==> config.mk <==
export PLATFORM = sky130hd
export DESIGN_NAME = storage_io_request_generator
export DESIGN_NICKNAME = d
export VERILOG_FILES = /design/src/rtl/sirg_pkg.sv /design/src/rtl/storage_io_request_generator.sv /design/src/rtl/sirg_divu.sv
export VERILOG_INCLUDE_DIRS = /design/src /design/src/rtl
export SDC_FILE = /design/constraint.sdc
export NUM_CORES = 2
export LEC_CHECK = 0
export BUFFER_PORTS_ARGS = -buffer_cell sky130_fd_sc_hd__buf_4
export CORE_ASPECT_RATIO = 0.9
export CORE_MARGIN = 2
export CORE_UTILIZATION = 70
export DETAILED_ROUTE_END_ITERATION = 10
export MAX_ROUTING_LAYER = met4
export PLACE_DENSITY = 0.88
export SETUP_SLACK_MARGIN = 0.2
export SLEW_MARGIN = 10
export SYNTH_ARGS = -nofsm -noshare
export SYNTH_HDL_FRONTEND = slang
export SYNTH_SLANG_ARGS = --single-unit
==> constraint.sdc <==
create_clock -name clk -period 15.9 [get_ports clk]
set_input_delay 1.59 -clock clk [delete_from_list [all_inputs] [get_ports clk]]
set_output_delay 1.59 -clock clk [all_outputs]
set_load 0.01 [all_outputs]
==> src/rtl/storage_io_request_generator_macros.svh <==
// Assertion macros shared by the storage I/O request generator RTL.
`ifndef STORAGE_IO_REQUEST_GENERATOR_MACROS_SVH
`define STORAGE_IO_REQUEST_GENERATOR_MACROS_SVH

// Same-cycle implication, disabled during reset.
`define SIRG_ASSERT_NOW(lbl, clk_s, rst_n_s, ante, cons, msg) \
	lbl: assert property (@(posedge clk_s) disable iff (!(rst_n_s)) (ante) |-> (cons)) \
		else $error(msg);

// Next-cycle implication, disabled during reset.
`define SIRG_ASSERT_NEXT(lbl, clk_s, rst_n_s, ante, cons, msg) \
	lbl: assert property (@(posedge clk_s) disable iff (!(rst_n_s)) (ante) |=> (cons)) \
		else $error(msg);

`endif

==> src/rtl/sirg_pkg.sv <==
// Package: widths, register indexes and shared types of the request generator.
package sirg_pkg;

	localparam int unsigned BLK_W    = 25;   // block count width
	localparam int unsigned BBYTES_W = 21;
	localparam int unsigned PCT_W    = 7;
	localparam int unsigned OPM_W    = 2;
	localparam int unsigned IDX_W    = 24;
	localparam int unsigned WORD_W   = 64;
	localparam int unsigned OFS_W    = 44;
	localparam int unsigned THR_W    = 32;   // blocks * percent
	localparam int unsigned REGI_W   = 3;

	localparam logic [32:0] MAX_BLOCKS_DEF = 33'd16777216;

	localparam logic [BLK_W-1:0]    BLK_COUNT_RST   = BLK_W'(16384);
	localparam logic [BBYTES_W-1:0] BLOCK_BYTES_RST = BBYTES_W'(4096);
	localparam logic [PCT_W-1:0]    MIX_PCT_RST     = PCT_W'(70);

	localparam logic [REGI_W-1:0] REG_BLK_COUNT   = 3'd0;
	localparam logic [REGI_W-1:0] REG_BLOCK_BYTES = 3'd1;
	localparam logic [REGI_W-1:0] REG_RANDOM_MODE = 3'd2;
	localparam logic [REGI_W-1:0] REG_OP_MODE     = 3'd3;
	localparam logic [REGI_W-1:0] REG_MIX_PCT     = 3'd4;
	localparam logic [REGI_W-1:0] REG_SEED        = 3'd5;

	localparam logic [OPM_W-1:0] OP_READ  = 2'd0;
	localparam logic [OPM_W-1:0] OP_WRITE = 2'd1;
	localparam logic [OPM_W-1:0] OP_MIX   = 2'd2;

	localparam logic [THR_W:0] PCT_SCALE = 33'd100;

	// xorshift64 shifts
	localparam int unsigned XS_A = 13;
	localparam int unsigned XS_B = 7;
	localparam int unsigned XS_C = 17;

	typedef struct packed {
		logic start;
	} div_ctl_t;

	typedef struct packed {
		logic busy;
		logic done;
	} div_stat_t;

	function automatic logic [WORD_W-1:0] xorshift_next(input logic [WORD_W-1:0] s);
		logic [WORD_W-1:0] x;
		x = s;
		x = x ^ (x << XS_A);
		x = x ^ (x >> XS_B);
		x = x ^ (x << XS_C);
		return x;
	endfunction

endpackage

==> src/rtl/storage_io_request_generator.sv <==
// Top level: storage I/O request generator (offset and direction per request index).
//
//  channel | handshake            | payload
//  --------+----------------------+-------------------------------
//  in      | in_valid / in_stall  | request_index
//  out     | out_valid / out_stall| byte_offset, is_write
//  cfg     | cfg_valid / cfg_ready| cfg_index, cfg_data
//
// A request runs the shared restoring divider once for its block remainder and, in
// mixed mode, once more for the permuted value, with sequencer states around each run.
// in_stall is high from acceptance until the result is loaded into the output
// register; a stalled full output register holds the sequencer in its last state.
// Reset restores register defaults and a generator state of 1. cfg_ready is
// always high; writes are expected only while idle.
`include "storage_io_request_generator_macros.svh"

module storage_io_request_generator import sirg_pkg::*; #(
	parameter logic [32:0] MAX_BLOCKS = MAX_BLOCKS_DEF
) (
	input  logic              clk,
	input  logic              arst_n,
	input  logic              in_valid,
	output logic              in_stall,
	input  logic [IDX_W-1:0]  request_index,
	output logic              out_valid,
	input  logic              out_stall,
	output logic [OFS_W-1:0]  byte_offset,
	output logic              is_write,
	input  logic              cfg_valid,
	output logic              cfg_ready,
	input  logic [REGI_W-1:0] cfg_index,
	input  logic [WORD_W-1:0] cfg_data
);

	typedef enum logic [2:0] {
		ST_IDLE,
		ST_RBLK,
		ST_MUL,
		ST_PERM,
		ST_CMP,
		ST_DONE
	} state_t;

	state_t state_q;

	logic [BLK_W-1:0]    blk_count_q;
	logic [BBYTES_W-1:0] block_bytes_q;
	logic                random_mode_q;
	logic [OPM_W-1:0]    op_mode_q;
	logic [PCT_W-1:0]    mix_pct_q;
	logic [WORD_W-1:0]   seed_q;
	logic [WORD_W-1:0]   prng_q;

	logic [IDX_W-1:0]    idx_q;
	logic [BLK_W-1:0]    blocks_q;
	logic [BLK_W-1:0]    block_q;
	logic [BLK_W-1:0]    perm_q;
	logic [OFS_W-1:0]    ofs_q;
	logic [THR_W-1:0]    thr_q;
	logic                wr_q;
	logic [OFS_W-1:0]    out_ofs_q;
	logic                out_wr_q;
	logic                out_valid_q;

	logic                in_acc;
	logic                out_free;
	logic                cfg_acc;
	logic [BLK_W-1:0]    eff_blocks;
	logic [WORD_W-1:0]   prng_next;
	logic [WORD_W-1:0]   mix_sum;
	logic [BLK_W+BBYTES_W-1:0] prod;
	logic [THR_W:0]      perm_scaled;

	div_ctl_t            div_ctl;
	div_stat_t           div_stat;
	logic [WORD_W-1:0]   div_dividend;
	logic [BLK_W-1:0]    div_rem;

	assign in_stall  = (state_q != ST_IDLE);
	assign in_acc    = in_valid && !in_stall;
	assign out_free  = !out_valid_q || !out_stall;
	assign cfg_ready = 1'b1;
	assign cfg_acc   = cfg_valid && cfg_ready;

	// zero acts as one block, oversize counts clamp to MAX_BLOCKS
	always_comb begin
		if (blk_count_q == '0) begin
			eff_blocks = BLK_W'(1);
		end else if ({8'd0, blk_count_q} > MAX_BLOCKS) begin
			eff_blocks = MAX_BLOCKS[BLK_W-1:0];
		end else begin
			eff_blocks = blk_count_q;
		end
	end

	assign prng_next = xorshift_next(prng_q);
	// index * 65537 + seed, wrapping at 64 bits
	assign mix_sum   = WORD_W'(idx_q) + (WORD_W'(idx_q) << 16) + seed_q;
	assign prod      = (BLK_W+BBYTES_W)'(block_q) * (BLK_W+BBYTES_W)'(block_bytes_q);
	// permuted >= floor(thr/100)  <=>  100 * (permuted + 1) > thr
	assign perm_scaled = (THR_W+1)'(perm_q) * PCT_SCALE + PCT_SCALE;

	assign div_ctl.start = in_acc || (state_q == ST_MUL && op_mode_q == OP_MIX);
	assign div_dividend  = (state_q == ST_IDLE)
		? (random_mode_q ? prng_next : WORD_W'(request_index))
		: mix_sum;

	sirg_divu u_divu (
		.clk       (clk),
		.arst_n    (arst_n),
		.ctl       (div_ctl),
		.dividend  (div_dividend),
		.divisor   ((state_q == ST_IDLE) ? eff_blocks : blocks_q),
		.stat      (div_stat),
		.remainder (div_rem)
	);

	// configuration registers and generator state
	always_ff @(posedge clk or negedge arst_n) begin
		if (!arst_n) begin
			blk_count_q    <= BLK_COUNT_RST;
			block_bytes_q  <= BLOCK_BYTES_RST;
			random_mode_q  <= 1'b0;
			op_mode_q      <= OP_READ;
			mix_pct_q      <= MIX_PCT_RST;
			seed_q         <= '0;
			prng_q         <= WORD_W'(1);
		end else begin
			if (cfg_acc) begin
				unique case (cfg_index)
					REG_BLK_COUNT:    blk_count_q    <= cfg_data[BLK_W-1:0];
					REG_BLOCK_BYTES:  block_bytes_q  <= cfg_data[BBYTES_W-1:0];
					REG_RANDOM_MODE:  random_mode_q  <= cfg_data[0];
					REG_OP_MODE:      op_mode_q      <= cfg_data[OPM_W-1:0];
					REG_MIX_PCT:      mix_pct_q      <= cfg_data[PCT_W-1:0];
					REG_SEED: begin
						seed_q <= cfg_data;
						prng_q <= (cfg_data == '0) ? WORD_W'(1) : cfg_data;
					end
					default: ;
				endcase
			end else if (in_acc && random_mode_q) begin
				prng_q <= prng_next;
			end
		end
	end

	// sequencer with output register
	always_ff @(posedge clk or negedge arst_n) begin
		if (!arst_n) begin
			state_q     <= ST_IDLE;
			out_valid_q <= 1'b0;
			idx_q       <= '0;
			blocks_q    <= '0;
			block_q     <= '0;
			perm_q      <= '0;
			ofs_q       <= '0;
			thr_q       <= '0;
			wr_q        <= 1'b0;
			out_ofs_q   <= '0;
			out_wr_q    <= 1'b0;
		end else begin
			if (out_valid_q && !out_stall && state_q != ST_DONE) begin
				out_valid_q <= 1'b0;
			end
			unique case (state_q)
				ST_IDLE: begin
					if (in_acc) begin
						idx_q    <= request_index;
						blocks_q <= eff_blocks;
						state_q  <= ST_RBLK;
					end
				end
				ST_RBLK: begin
					if (div_stat.done) begin
						block_q <= div_rem;
						state_q <= ST_MUL;
					end
				end
				ST_MUL: begin
					ofs_q <= prod[OFS_W-1:0];
					thr_q <= THR_W'(blocks_q) * THR_W'(mix_pct_q);
					wr_q  <= (op_mode_q == OP_WRITE);
					state_q <= (op_mode_q == OP_MIX) ? ST_PERM : ST_DONE;
				end
				ST_PERM: begin
					if (div_stat.done) begin
						perm_q  <= div_rem;
						state_q <= ST_CMP;
					end
				end
				ST_CMP: begin
					wr_q    <= perm_scaled > {1'b0, thr_q};
					state_q <= ST_DONE;
				end
				ST_DONE: begin
					if (out_free) begin
						out_ofs_q   <= ofs_q;
						out_wr_q    <= wr_q;
						out_valid_q <= 1'b1;
						state_q     <= ST_IDLE;
					end
				end
				default: state_q <= ST_IDLE;
			endcase
		end
	end

	assign out_valid   = out_valid_q;
	assign byte_offset = out_ofs_q;
	assign is_write    = out_wr_q;

	`SIRG_ASSERT_NEXT(a_busy_after_accept, clk, arst_n, in_acc, in_stall,
		"request accepted but input not stalled next cycle")
	`SIRG_ASSERT_NOW(a_div_start_idle, clk, arst_n, div_ctl.start, !div_stat.busy,
		"divider started while busy")
	`SIRG_ASSERT_NOW(a_div_done_state, clk, arst_n, div_stat.done,
		state_q == ST_RBLK || state_q == ST_PERM,
		"divider finished outside a wait state")
	`SIRG_ASSERT_NOW(a_block_in_range, clk, arst_n, state_q == ST_MUL, block_q < blocks_q,
		"block number not below block count")

endmodule

==> src/rtl/sirg_divu.sv <==
// Restoring remainder unit: 64-bit dividend mod 25-bit divisor, one bit per cycle.
module sirg_divu import sirg_pkg::*; (
	input  logic              clk,
	input  logic              arst_n,
	input  div_ctl_t          ctl,
	input  logic [WORD_W-1:0] dividend,
	input  logic [BLK_W-1:0]  divisor,
	output div_stat_t         stat,
	output logic [BLK_W-1:0]  remainder
);

	localparam int unsigned CNT_W = $clog2(WORD_W);
	localparam logic [CNT_W-1:0] CNT_LAST = CNT_W'(WORD_W - 1);

	logic [WORD_W-1:0] num_q;
	logic [BLK_W-1:0]  den_q;
	logic [BLK_W-1:0]  rem_q;
	logic [CNT_W-1:0]  cnt_q;
	logic              busy_q;
	logic              done_q;

	logic [BLK_W:0]    trial;
	logic [BLK_W:0]    diff;
	logic              fits;

	// remainder stays below the divisor, so the difference always fits BLK_W bits
	assign trial = {rem_q, num_q[WORD_W-1]};
	assign diff  = trial - {1'b0, den_q};
	assign fits  = trial >= {1'b0, den_q};

	always_ff @(posedge clk or negedge arst_n) begin
		if (!arst_n) begin
			busy_q <= 1'b0;
			done_q <= 1'b0;
			cnt_q  <= '0;
		end else begin
			done_q <= 1'b0;
			if (ctl.start) begin
				busy_q <= 1'b1;
				cnt_q  <= '0;
			end else if (busy_q) begin
				cnt_q <= cnt_q + 1'b1;
				if (cnt_q == CNT_LAST) begin
					busy_q <= 1'b0;
					done_q <= 1'b1;
				end
			end
		end
	end

	always_ff @(posedge clk) begin
		if (ctl.start) begin
			num_q <= dividend;
			den_q <= divisor;
			rem_q <= '0;
		end else if (busy_q) begin
			num_q <= num_q << 1;
			rem_q <= fits ? diff[BLK_W-1:0] : trial[BLK_W-1:0];
		end
	end

	assign stat.busy = busy_q;
	assign stat.done = done_q;
	assign remainder = rem_q;

endmodule
==> impl_metrics.env <==
export IMPL_irDropWorstVdd_v=0.000149
export IMPL_finalSetupViolCount=0
export IMPL_ctsResizeCount=0
export IMPL_die_area_um2=79100
export IMPL_cts_buffers_inserted=59
export IMPL_grt_pass1_wl_um=235000
export IMPL_syn_avg_cell_area_um2=9.37
export IMPL_end_kind="register"
export IMPL_nFillCells=5276
export IMPL_final_common_cell="inv_1"
export IMPL_seq_area_frac_synth_pct=25.3
export IMPL_drt_pass1_iterations=6
export IMPL_worst_setup_path_start_kind="register"
export IMPL_path_clk_slew_ns=0.07
export IMPL_place_gp_congestion=1.00
export IMPL_h_tree_depth=2
export IMPL_synth_top_cells_by_area="fa_1 21%, dfrtp_1 19%, ha_1 9.3%"
export IMPL_initial_core_util_pct=70.7
export IMPL_path_max_fanout=26
export IMPL_synth_edff_count=89
export IMPL_synth_seq_cells=531
export IMPL_max_freq_ghz=0.120
export IMPL_grt_max_degree=168
export IMPL_layout_common_cells="767 x inv_1, 705 x nand2_1, 577 x fa_1"
export IMPL_reg2reg_slack_ns=7.56
export IMPL_fin_util_pct=75.4
export IMPL_netlist_instances=5743
export IMPL_cpPeakStageDelay_ns=1.07
export IMPL_synth_cell_type_count=89
export IMPL_post_cts_setup_buffers=0
export IMPL_dp_hpwl_um=112000
export IMPL_ctsLongestPathBuffers=3
export IMPL_setup_slack_ns=7.56
export IMPL_fin_nets=6755
export IMPL_synth_top_area_share_pct=21.5
export IMPL_worstPathArrival_ns=8.94
export IMPL_grt_overflow_total=0
export IMPL_yosysWarnings=0
export IMPL_grt_pass1_vias=43000
export IMPL_cts_tree="done"
export IMPL_period_share_pct=52.4
export IMPL_relSlewSlack_pct=20.9
export IMPL_maxSlewViolCount=0
export IMPL_clock_skew_ns=0.0657
export IMPL_rows=96
export IMPL_status="finished clean"
export IMPL_fin_tns_setup_ns=0
export IMPL_powerDensity_nw_per_um2=155
export IMPL_crit_type="register to register"
export IMPL_synth_ff_type="dfrtp_1"
export IMPL_rsz0062_at_grt="false"
export IMPL_ios=144
export IMPL_dp_slack_ns=7.85
export IMPL_max_cap_viol_count=0
export IMPL_synth_area_um2=53800
export IMPL_drtIter0Drc=4472
export IMPL_critPathRequiredTime_ns=16.51
export IMPL_core_area_um2=76200
export IMPL_period_needed_ns=8.34
export IMPL_hold_viol=0
export IMPL_syn_to_final_growth_pct=6.72
export IMPL_finalWirelength_um=147000
export IMPL_antenna_found_initial=4
export IMPL_cts_sinks=531
export IMPL_async_reset_ff_share_pct=78.5
export IMPL_die_h_um=267
export IMPL_synth_fp_nets=6816
export IMPL_min_path_type="register to register"
export IMPL_port_buffers=142
export IMPL_drive_gt1_share_pct=10.1
export IMPL_die_width_um=296
export IMPL_postRouteAntennaNets=0
export IMPL_holdBufCountCts=0
export IMPL_grt_use_total_pct=39.4
export IMPL_insertion_delay_ns=0.69
export IMPL_critPathSlowestCell="dfrtp_1"
export IMPL_viasPerCell=6.23
export IMPL_crit_chain="nand2_1, fa_1, inv_1, fa_1, inv_1, fa_1, inv_1, fa_1, fa_1, fa_1, inv_1, fa_1, inv_1, ha_1, nand3_1, nor4_1, nand4_1, o32ai_1, a21oi_1, a31oi_1, and2_1, a41oi_1, xor2_1, o21ai_0"
export IMPL_power_leakage_nw=27.6
export IMPL_synth_top_area_cell="fa_1"
export IMPL_tightest_slew_ns=1.19
export IMPL_drcViolationCount=0
export IMPL_wl_per_cell_um=21.8
export IMPL_cts_root_buf="clkbuf_16"
export IMPL_crit_top_cell="fa_1"
export IMPL_design_power_total_mw=8.89
export IMPL_route_vias_total=42200
sequential cells by signal, indices dropped and copies added, names as in the netlist, 6 cells and up:
name,count
seed_q,64
block_bytes_q,21
idx_q,24
u_divu.remainder,25
u_divu.cnt_q,6
u_divu.den_q,25
mix_pct_q,7
prng_q,64
u_divu.num_q,64
perm_q,25
ofs_q,44
block_q,25
blk_count_q,25
byte_offset,44
thr_q,32
blocks_q,25
critical path, delay by kind of cell, from the launching register on:
kind | cells | cell delay (ns)
adders and majority gates | 8 | 4.05
and+or+nand+nor | 5 | 1.37
AOI/OAI and AO/OA | 5 | 1.32
DFF | 1 | 1.07
buffers and inverters | 5 | 0.25
xor gates and xnor gates | 1 | 0.17
kinds of logic after synthesis:
logic type	after synthesis	share of synthesized area [%]
AND/OR/NAND/NOR	1610	14.1
adder cells (fa/ha/maj)	977	30.8
multiplexers	301	6.16
other	1	0.00697
AO/OA/AOI/OAI	894	10.3
XOR/XNOR	358	5.83
buffers and inverters	1071	7.50
flip-flops	531	25.3
worst paths after layout:
kind	start	depth (start not counted)	endpoint
setup / recovery	block_bytes_q[14]	24	ofs_q[36]
hold / removal	ofs_q[37]	2	ofs_q[37]
setup reg to reg	block_bytes_q[14]	24	ofs_q[36]
hold reg to reg	ofs_q[37]	2	ofs_q[37]
max in group asynchronous	arst_n	3	thr_q[30]
min in group asynchronous	arst_n	1	ofs_q[43]
metrics by stage:
stage                     std cells  hold slack (ns)  area, um2
after floorplan                5743            0.435      53800
final                          6766            0.472      57400
after CTS                      6762            0.472      57400
after global placement         6650            0.449      55400
after global routing           6764            0.500      57400
after detailed placement       6650            0.457      55400
report_power, final:
group | internal [mW] | total (mW) | switching (mW)
clock network | 0.810 | 1.44 | 0.631
registers | 1.75 | 2.30 | 0.551
logic | 2.04 | 5.15 | 3.11
cell type report:
class	instances	area, um2	share of cell area, %
diodes	4	10.0	0.0174
clock buffers	78	1660	2.89
clock inverters	34	369	0.643
inverters	770	2890	5.03
multi-input cells	4141	36200	63.1
flip-flops and latches	531	13600	23.7
well taps	1029	1290	2.24
repair buffers	179	1360	2.37
cell usage after synthesis, types with 36 or more instances:
library cell    n
a211oi_1       54
a21o_1         86
a21oi_1       252
and2_1        315
clkbuf_1      279
dfrtp_1       411
edfxtp_1       89
fa_1          577
ha_1          400
inv_1         769
mux2_2        241
mux2i_1        60
nand2_1       707
nand3_1        50
nand4_1        41
nor2_1        271
nor3_1         51
nor4_1         36
o21ai_0       270
xnor2_1       254
xor2_1        104
layer usage:
metal / global-route usage, % / share of wire, % / vias to the layer above
li1: - / - / 18600
met1: 51.8 / 39 / 20800
met2: 60.2 / 46 / 2324
met3: 6.56 / 9.8 / 487
met4: 18.8 / 5.5 / 0
met5: - / 0 / -
No activity file was read; power rests on OpenSTA's default activity.
